File: src/rtl/csc_pkg.sv
// shared types, constants and helpers for the clock second-chance byte cache
package csc_pkg;

	localparam int ENTRY_COUNT_DEF = 32;
	localparam int KEY_BITS_DEF    = 32;
	localparam int CAP_W           = 40;
	localparam int OCC_W           = 41;
	localparam int CNT_W           = 48;
	localparam int SIZE_W          = 32;
	localparam int PADDR_W         = 4;
	localparam int PDATA_W         = 64;
	localparam logic [CAP_W-1:0] CAP_RESET = 40'd5368709120;
	localparam logic REG_CAPACITY = 1'b0;

	// commands from the controller to the datapath
	typedef struct packed {
		logic latch;
		logic srch;
		logic hit;
		logic clr_ref;
		logic step;
		logic rd_hand;
		logic evict;
		logic ins_start;
		logic ptr_dec;
		logic insert;
		logic final_res;
	} csc_cmd_t;

	// status from the datapath to the controller
	typedef struct packed {
		logic match;
		logic srch_done;
		logic bypass;
		logic fits;
		logic hand_valid;
		logic hand_ref;
		logic ptr_free;
	} csc_sts_t;

	function automatic logic [CNT_W-1:0] sat_add(input logic [CNT_W-1:0] a,
			input logic [SIZE_W-1:0] b);
		logic [CNT_W:0] s;
		s = {1'b0, a} + (CNT_W+1)'(b);
		return s[CNT_W] ? {CNT_W{1'b1}} : s[CNT_W-1:0];
	endfunction

endpackage

File: src/rtl/csc_ctrl.sv
// controller state machine: search, sweep, evict, insert, final result
module csc_ctrl import csc_pkg::*; (
	input  logic     clk,
	input  logic     arst_n,
	input  logic     start,
	input  csc_sts_t sts,
	output csc_cmd_t cmd,
	output logic     busy
);

	typedef enum logic [2:0] {
		S_IDLE, S_SRCH, S_SWEEP, S_EVICT, S_INS, S_FIN
	} state_t;

	state_t state_q;
	state_t state_nxt;

	always_comb begin
		cmd = '0;
		state_nxt = state_q;
		unique case (state_q)
			S_IDLE: begin
				if (start) begin
					cmd.latch = 1'b1;
					state_nxt = S_SRCH;
				end
			end
			S_SRCH: begin
				cmd.srch = 1'b1;
				if (sts.match) begin
					cmd.hit = 1'b1;
					state_nxt = S_FIN;
				end else if (sts.srch_done) begin
					state_nxt = sts.bypass ? S_FIN : S_SWEEP;
				end
			end
			S_SWEEP: begin
				if (sts.fits) begin
					cmd.ins_start = 1'b1;
					state_nxt = S_INS;
				end else if (sts.hand_valid && sts.hand_ref) begin
					cmd.clr_ref = 1'b1;
				end else if (!sts.hand_valid) begin
					cmd.step = 1'b1;
				end else begin
					cmd.rd_hand = 1'b1;
					state_nxt = S_EVICT;
				end
			end
			S_EVICT: begin
				cmd.evict = 1'b1;
				state_nxt = S_SWEEP;
			end
			S_INS: begin
				if (sts.ptr_free) begin
					cmd.insert = 1'b1;
					state_nxt = S_FIN;
				end else begin
					cmd.ptr_dec = 1'b1;
				end
			end
			S_FIN: begin
				cmd.final_res = 1'b1;
				state_nxt = S_IDLE;
			end
			default: state_nxt = S_IDLE;
		endcase
	end

	always_ff @(posedge clk or negedge arst_n) begin
		if (!arst_n) begin
			state_q <= S_IDLE;
			busy <= 1'b0;
		end else begin
			state_q <= state_nxt;
			busy <= (state_nxt != S_IDLE);
		end
	end

	a_busy_state: assert property (@(posedge clk) disable iff (!arst_n)
		busy == (state_q != S_IDLE)) else $error("busy out of step with state");
	a_start_only_idle: assert property (@(posedge clk) disable iff (!arst_n)
		cmd.latch |-> !busy) else $error("item latched while busy");
	a_evict_after_read: assert property (@(posedge clk) disable iff (!arst_n)
		cmd.evict |-> $past(cmd.rd_hand)) else $error("eviction without slot read");

endmodule

File: src/rtl/csc_dp.sv
// datapath: slot memory, valid and reference bits, hand, occupancy, counters, results
module csc_dp import csc_pkg::*; #(
	parameter int ENTRY_COUNT = ENTRY_COUNT_DEF,
	parameter int KEY_BITS    = KEY_BITS_DEF
) (
	input  logic              clk,
	input  logic              arst_n,
	input  csc_cmd_t          cmd,
	output csc_sts_t          sts,
	input  logic [31:0]       key,
	input  logic [SIZE_W-1:0] size_bytes,
	input  logic [CAP_W-1:0]  capacity,
	output logic              strobe,
	output logic              is_eviction,
	output logic [31:0]       evicted_key,
	output logic [31:0]       evicted_size,
	output logic              hit,
	output logic              inserted,
	output logic              last,
	output logic [OCC_W-1:0]  occupied_total,
	output logic [CNT_W-1:0]  request_count,
	output logic [CNT_W-1:0]  hit_count,
	output logic [CNT_W-1:0]  byte_total,
	output logic [CNT_W-1:0]  hit_byte_total
);

	localparam int HW = $clog2(ENTRY_COUNT);
	localparam int SW = $clog2(ENTRY_COUNT + 1);
	localparam logic [HW-1:0] LAST_IDX = HW'(ENTRY_COUNT - 1);

	logic [KEY_BITS-1:0] mem_key [ENTRY_COUNT];
	logic [SIZE_W-1:0]   mem_size [ENTRY_COUNT];

	logic [ENTRY_COUNT-1:0] valid_q, ref_q;
	logic [HW-1:0] hand_q, ptr_q, pend_idx_s1;
	logic [SW-1:0] srch_q;
	logic          pend_s1;
	logic [KEY_BITS-1:0] key_q, rd_key_s1;
	logic [SIZE_W-1:0]   size_q, rd_size_s1;
	logic [OCC_W-1:0]    occ_q;
	logic [CNT_W-1:0]    req_q, hits_q, bytes_q, hbytes_q;
	logic                hit_q, ins_q;

	logic [63:0]         key_wide, ev_wide;
	logic [KEY_BITS-1:0] key_m;
	logic [HW-1:0]       hand_nxt, hand_prev, ptr_prev, rd_addr;
	logic                rd_en;
	logic [OCC_W-1:0]    occ_evict;
	logic [OCC_W:0]      need;

	assign key_wide  = 64'(key);
	assign key_m     = key_wide[KEY_BITS-1:0];
	assign ev_wide   = 64'(rd_key_s1);
	assign hand_nxt  = (hand_q == LAST_IDX) ? '0 : hand_q + 1'b1;
	assign hand_prev = (hand_q == '0) ? LAST_IDX : hand_q - 1'b1;
	assign ptr_prev  = (ptr_q == '0) ? LAST_IDX : ptr_q - 1'b1;
	assign rd_en     = (cmd.srch && (srch_q < SW'(ENTRY_COUNT))) || cmd.rd_hand;
	assign rd_addr   = cmd.rd_hand ? hand_q : srch_q[HW-1:0];
	assign occ_evict = occ_q - OCC_W'(rd_size_s1);
	assign need      = {1'b0, occ_q} + (OCC_W+1)'(size_q);

	assign sts.match      = pend_s1 && valid_q[pend_idx_s1] && (rd_key_s1 == key_q);
	assign sts.srch_done  = (srch_q == SW'(ENTRY_COUNT)) && !pend_s1;
	assign sts.bypass     = CAP_W'(size_q) >= capacity;
	assign sts.fits       = (need <= (OCC_W+1)'(capacity)) && !(&valid_q);
	assign sts.hand_valid = valid_q[hand_q];
	assign sts.hand_ref   = ref_q[hand_q];
	assign sts.ptr_free   = !valid_q[ptr_q];

	// slot memory, registered read
	always_ff @(posedge clk) begin
		if (cmd.insert) begin
			mem_key[ptr_q]  <= key_q;
			mem_size[ptr_q] <= size_q;
		end
		if (rd_en) begin
			rd_key_s1  <= mem_key[rd_addr];
			rd_size_s1 <= mem_size[rd_addr];
		end
	end

	always_ff @(posedge clk) begin
		if (cmd.latch) begin
			key_q  <= key_m;
			size_q <= size_bytes;
		end
		if (cmd.srch) pend_idx_s1 <= srch_q[HW-1:0];
		if (cmd.ins_start) ptr_q <= hand_prev;
		else if (cmd.ptr_dec) ptr_q <= ptr_prev;
		if (cmd.evict) begin
			is_eviction    <= 1'b1;
			evicted_key    <= ev_wide[31:0];
			evicted_size   <= rd_size_s1;
			hit            <= 1'b0;
			inserted       <= 1'b0;
			last           <= 1'b0;
			occupied_total <= occ_evict;
		end else begin
			is_eviction    <= 1'b0;
			evicted_key    <= '0;
			evicted_size   <= '0;
			hit            <= hit_q;
			inserted       <= ins_q;
			last           <= 1'b1;
			occupied_total <= occ_q;
		end
	end

	always_ff @(posedge clk or negedge arst_n) begin
		if (!arst_n) begin
			valid_q  <= '0;
			ref_q    <= '0;
			hand_q   <= '0;
			occ_q    <= '0;
			req_q    <= '0;
			hits_q   <= '0;
			bytes_q  <= '0;
			hbytes_q <= '0;
			srch_q   <= '0;
			pend_s1  <= 1'b0;
			hit_q    <= 1'b0;
			ins_q    <= 1'b0;
			strobe   <= 1'b0;
		end else begin
			strobe <= cmd.evict || cmd.final_res;
			if (cmd.latch) begin
				req_q   <= sat_add(req_q, SIZE_W'(1));
				bytes_q <= sat_add(bytes_q, size_bytes);
				srch_q  <= '0;
				pend_s1 <= 1'b0;
				hit_q   <= 1'b0;
				ins_q   <= 1'b0;
			end
			if (cmd.srch) begin
				pend_s1 <= (srch_q < SW'(ENTRY_COUNT));
				if (srch_q < SW'(ENTRY_COUNT)) srch_q <= srch_q + 1'b1;
			end
			if (cmd.hit) begin
				ref_q[pend_idx_s1] <= 1'b1;
				hit_q    <= 1'b1;
				hits_q   <= sat_add(hits_q, SIZE_W'(1));
				hbytes_q <= sat_add(hbytes_q, size_q);
			end
			if (cmd.clr_ref) begin
				ref_q[hand_q] <= 1'b0;
				hand_q <= hand_nxt;
			end
			if (cmd.step) hand_q <= hand_nxt;
			if (cmd.evict) begin
				valid_q[hand_q] <= 1'b0;
				occ_q  <= occ_evict;
				hand_q <= hand_nxt;
			end
			if (cmd.insert) begin
				valid_q[ptr_q] <= 1'b1;
				ref_q[ptr_q]   <= 1'b0;
				occ_q <= OCC_W'(need);
				ins_q <= 1'b1;
			end
		end
	end

	assign request_count  = req_q;
	assign hit_count      = hits_q;
	assign byte_total     = bytes_q;
	assign hit_byte_total = hbytes_q;

	a_hand_range: assert property (@(posedge clk) disable iff (!arst_n)
		hand_q <= LAST_IDX) else $error("hand out of range");
	a_insert_free: assert property (@(posedge clk) disable iff (!arst_n)
		cmd.insert |=> valid_q[$past(ptr_q)] && !ref_q[$past(ptr_q)])
		else $error("insert did not claim its slot");
	a_last_once: assert property (@(posedge clk) disable iff (!arst_n)
		strobe && last |=> !strobe) else $error("result after final result");

endmodule

File: src/rtl/clock_second_chance_byte_cache.sv
// top level: apb capacity register, controller and datapath of the clock cache
//
//  channel   signals                               handshake
//  request   key, size_bytes                       start high while busy low
//  result    is_eviction .. hit_byte_total         strobe high for one cycle
//  config    psel penable pwrite paddr pwdata      write at access phase, pready=1
//
// a request searches the ENTRY_COUNT slots one per cycle until a match, and a hit
// or bypass then finishes; a miss then sweeps the hand one slot per cycle, apart
// from each eviction, which reads the slot through the slot memory read port,
// and walks back to a free slot one per cycle.
// reset clears all valid and reference bits at once; no clearing pass.
// one eviction result per evicted entry, then one final result; results cannot stall.
module clock_second_chance_byte_cache import csc_pkg::*; #(
	parameter int ENTRY_COUNT = ENTRY_COUNT_DEF,
	parameter int KEY_BITS    = KEY_BITS_DEF
) (
	input  logic               clk,
	input  logic               arst_n,
	input  logic               start,
	output logic               busy,
	input  logic [31:0]        key,
	input  logic [SIZE_W-1:0]  size_bytes,
	output logic               strobe,
	output logic               is_eviction,
	output logic [31:0]        evicted_key,
	output logic [31:0]        evicted_size,
	output logic               hit,
	output logic               inserted,
	output logic               last,
	output logic [OCC_W-1:0]   occupied_total,
	output logic [CNT_W-1:0]   request_count,
	output logic [CNT_W-1:0]   hit_count,
	output logic [CNT_W-1:0]   byte_total,
	output logic [CNT_W-1:0]   hit_byte_total,
	input  logic               psel,
	input  logic               penable,
	input  logic               pwrite,
	input  logic [PADDR_W-1:0] paddr,
	input  logic [PDATA_W-1:0] pwdata,
	output logic [PDATA_W-1:0] prdata,
	output logic               pready
);

	logic [CAP_W-1:0] cap_q;
	csc_cmd_t cmd;
	csc_sts_t sts;

	assign pready = 1'b1;

	always_ff @(posedge clk or negedge arst_n) begin
		if (!arst_n) begin
			cap_q <= CAP_RESET;
		end else if (psel && penable && pwrite && (paddr[3] == REG_CAPACITY)) begin
			cap_q <= pwdata[CAP_W-1:0];
		end
	end

	always_comb begin
		unique case (paddr[3])
			REG_CAPACITY: prdata = PDATA_W'(cap_q);
			default:      prdata = '0;
		endcase
	end

	csc_ctrl u_ctrl (
		.clk    (clk),
		.arst_n (arst_n),
		.start  (start),
		.sts    (sts),
		.cmd    (cmd),
		.busy   (busy)
	);

	csc_dp #(
		.ENTRY_COUNT (ENTRY_COUNT),
		.KEY_BITS    (KEY_BITS)
	) u_dp (
		.clk            (clk),
		.arst_n         (arst_n),
		.cmd            (cmd),
		.sts            (sts),
		.key            (key),
		.size_bytes     (size_bytes),
		.capacity       (cap_q),
		.strobe         (strobe),
		.is_eviction    (is_eviction),
		.evicted_key    (evicted_key),
		.evicted_size   (evicted_size),
		.hit            (hit),
		.inserted       (inserted),
		.last           (last),
		.occupied_total (occupied_total),
		.request_count  (request_count),
		.hit_count      (hit_count),
		.byte_total     (byte_total),
		.hit_byte_total (hit_byte_total)
	);

endmodule
File: config.mk
export PLATFORM = sky130hd
export DESIGN_NAME = clock_second_chance_byte_cache
export DESIGN_NICKNAME = d
export VERILOG_FILES = /design/src/rtl/csc_pkg.sv /design/src/rtl/csc_ctrl.sv /design/src/rtl/csc_dp.sv /design/src/rtl/clock_second_chance_byte_cache.sv
export SDC_FILE = /design/constraint.sdc
export NUM_CORES = 2
export LEC_CHECK = 0
export ABC_CLOCK_PERIOD_IN_PS = 17800
export BUFFER_PORTS_ARGS = -buffer_cell sky130_fd_sc_hd__buf_2
export CAP_MARGIN = 20
export CORE_ASPECT_RATIO = 1.1
export CORE_UTILIZATION = 35
export DETAILED_ROUTE_END_ITERATION = 10
export SLEW_MARGIN = 25
export SYNTH_ARGS = -nofsm -noshare
export SYNTH_HDL_FRONTEND = slang
export SYNTH_HIERARCHICAL = 1
export SYNTH_SLANG_ARGS = --single-unit
File: constraint.sdc
create_clock -name clk -period 17.8 [get_ports clk]
set_input_delay 1.78 -clock clk [delete_from_list [all_inputs] [get_ports clk]]
set_output_delay 1.78 -clock clk [all_outputs]
set_load 0.02 [all_outputs]
==> metrics.txt <==
slowest CP cell=nor4_1; Leak=45.9 nW; worst setup path start=u_dp/size_q[1]; CP required=18.36 ns; Async SR Flop Fraction=13.4%; PortBufs=453; htree depth=5; post-synthesis xor/xnor area fraction=1.86%; main combinational cell family by area after synthesis=multiplexers; placed cell count=11,700; sequential area share after synthesis=68.4%; pin count of the biggest net entering global routing=155; Max VDD drop=0.0774 mV; TNS Setup=0 ns; CTS Buf Count=285; maximum buffer depth of the clock tree=4; Compound-Gate Fraction of Synth Area=5.05%; total global routing track utilization=19.7%; Mapped Cells=7,142; Post-synth top flop=edfxtp_1; setup bufs post-CTS=0; Syn Area/Cell=15.7 µm²; fillers=29,000; library cells used by synthesis=105; Initial Utilization=35.3%; Worst Tran Pin Value=1.14 ns; via count=66,800; hold_buf cts=0; hold_sp=u_dp/hit_q; Routed WL=325 mm; core area=0.318 mm²; period utilisation layout=60.7%; FF+latch count, synth=2,651; vias in the first global route=66,800; commonest non-fill, non-tap cells in the layout=2,186 x edfxtp_1, 868 x nand2_1, 544 x mux4_2; number of flops mapped to enable cells by yosys=2,186; number of iterations in the first detailed-routing pass=6; clk slew on worst S/H paths=0.06 ns; drt via density=5.48; startpoint types=flip-flop; Fin Clk Skew=0.0721 ns; Post-Synth Simple-Gate Area=8.05%; die area=0.323 mm²; PwrDens=99.5 mW/mm²; Num Clock Sinks=2,651; Crit Path Max Fanout=142; initial antenna violation count=14; fin. max-slew vios=0; number of remaining DRC errors=0; CTS root buffer=clkbuf_16; multiplexer area fraction after synthesis=12.2%; status=finished clean; Mapped Area=0.112 mm²; Detail Route Antenna Nets=0; CTS tree=built; crit-path max cell delay=0.95 ns; Reg2Reg Launch Point=u_dp/size_q[1]; Non-Filler Instances=12,200; Hold WC Path Type=flip-flop to flip-flop; I/O Pins=506; gpl congestion=0.893; nature of the critical path endpoint=flip-flop; Final setup viols=0; drt wl/cell=26.6 µm; num rows=217; most common cell after layout, fill and taps aside=edfxtp_1; initial drt markers=7,285; first-pass GRT wire length=467 mm; Fmax=92.6 MHz; critical path class=flip-flop to flip-flop; grt ovf=0; Tmin final=10.80 ns; RSZ-0062 raised after global routing=false; DP Wirelength=190 mm; Post-CTS Resized=0; Skew-Pair Late Insertion Delay=0.91 ns; Yosys warnings=6; area grow syn2layout=15.3%; fin nets=8,058; max-cap violation count=0; layout cells sized above 1=22.5%; Slew headroom=23.8%; adder-cell area share of the yosys netlist=2.47%; final hold violations=0; WP data arrival=11.36 ns; Die Width=542 µm; Die H=596 µm
-- flip-flops by register name, summed over array words and instances (netlist names), 41 cells and up --
| register | cells |
|---|---|
| u_dp/hit_byte_total | 48 |
| u_dp/request_count | 48 |
| u_dp/mem_key | 1024 |
| u_dp/occ_q | 41 |
| u_dp/byte_total | 48 |
| u_dp/mem_size | 1024 |
| u_dp/occupied_total | 41 |
| u_dp/hit_count | 48 |
-- worst paths after layout --
path	slack [ns]	endpoint	cells past startpoint
max	7.00	u_dp/rd_size_s1[0]	29
min	0.47	u_dp/hit_q	1
max reg2reg	7.00	u_dp/rd_size_s1[0]	29
min reg2reg	0.47	u_dp/hit_q	1
max in group asynchronous	14.91	u_dp/hit_count[40]	5
min in group asynchronous	0.78	cap_q[29]	1
-- synth_stat cells, types with 16 or more instances --
cell type / instances / area [µm²]
clkbuf_1: 188 / 706
nand2b_1: 26 / 163
buf_4: 26 / 195
a31oi_1: 84 / 526
nand3_1: 391 / 1960
a21oi_1: 212 / 1060
mux2_2: 102 / 1150
o211ai_1: 25 / 188
edfxtp_1: 2186 / 65600
xnor2_1: 117 / 1020
nand4_1: 65 / 407
buf_2: 120 / 601
o21a_1: 24 / 180
nor3_1: 44 / 220
ha_1: 215 / 2690
and2_1: 60 / 375
mux2i_1: 21 / 210
nand2_1: 868 / 3260
dfxtp_1: 109 / 2180
buf_1: 33 / 124
xor2_1: 121 / 1060
nor2b_1: 72 / 450
dfrtp_1: 354 / 8860
nor2_1: 263 / 987
a21o_1: 80 / 601
and3_1: 53 / 332
inv_1: 138 / 518
a211oi_1: 45 / 338
and4_1: 23 / 201
o31ai_1: 16 / 120
o21ai_0: 245 / 1230
mux4_2: 544 / 12300
-- stage by stage --
step | utilization (%) | worst slack, ns | hold WS, ns | area, µm² | power, W
2_1_floorplan | - | 6.63 | 0.423 | 112000 | 0.00699
3_3_place_gp | 37.7 | 6.84 | 0.458 | 120000 | 0.00709
3_5_place_dp | 37.7 | 6.86 | 0.462 | 120000 | 0.00709
4_1_cts | 40.6 | 6.77 | 0.475 | 129000 | 0.0130
5_1_grt | 40.7 | 6.19 | 0.497 | 129000 | 0.0132
6_report | 40.7 | 7.00 | 0.471 | 129000 | 0.0129
-- cell type report --
cell class	instances	area [µm²]	area share (%)
Antenna cell	4	10.0	0.00773
Clock buffer	379	7800	6.03
Clock inverter	134	1460	1.12
Inverter	139	522	0.403
Multi-Input combinational cell	4002	33800	26.1
Sequential cell	2651	76700	59.3
Tap cell	4270	5340	4.13
Timing Repair Buffer	622	3830	2.96
-- worst max-delay path, delay by kind of cell, from the launching register on --
kind | cells | cell delay (ns)
flops | 1 | 0.33
compound gates | 6 | 2.55
mux | 2 | 0.98
xor+xnor | 1 | 0.16
simple gates | 13 | 3.07
fa+ha+maj | 2 | 0.82
buf+inv | 5 | 2.35
-- routing by layer --
layer,wire length (µm),track usage (%)
met1,133000,26.4
met5,0,0
met2,158000,32.8
met3,23300,3.00
met4,10400,6.17
-- report_power, final --
part | switching (W) | total [W] | internal, W | leakage [nW]
clock network | 0.00247 | 0.00592 | 0.00345 | 4.51
registers | 0.0000236 | 0.00668 | 0.00666 | 25.3
logic | 0.000168 | 0.000284 | 0.000116 | 16.0
-- cell families (layout without fill, tap and decap cells) --
group                    Yosys count  count (layout)
other                              2              29
AO/OA/AOI/OAI                    894             894
adder cells (fa/ha/maj)          219             219
flip-flops                      2651            2651
multiplexers                     675             675
buffers and inverters            512            1274
XOR/XNOR                         238             238
AND/OR/NAND/NOR                 1951            1951
(Power assumes the default switching activity.)
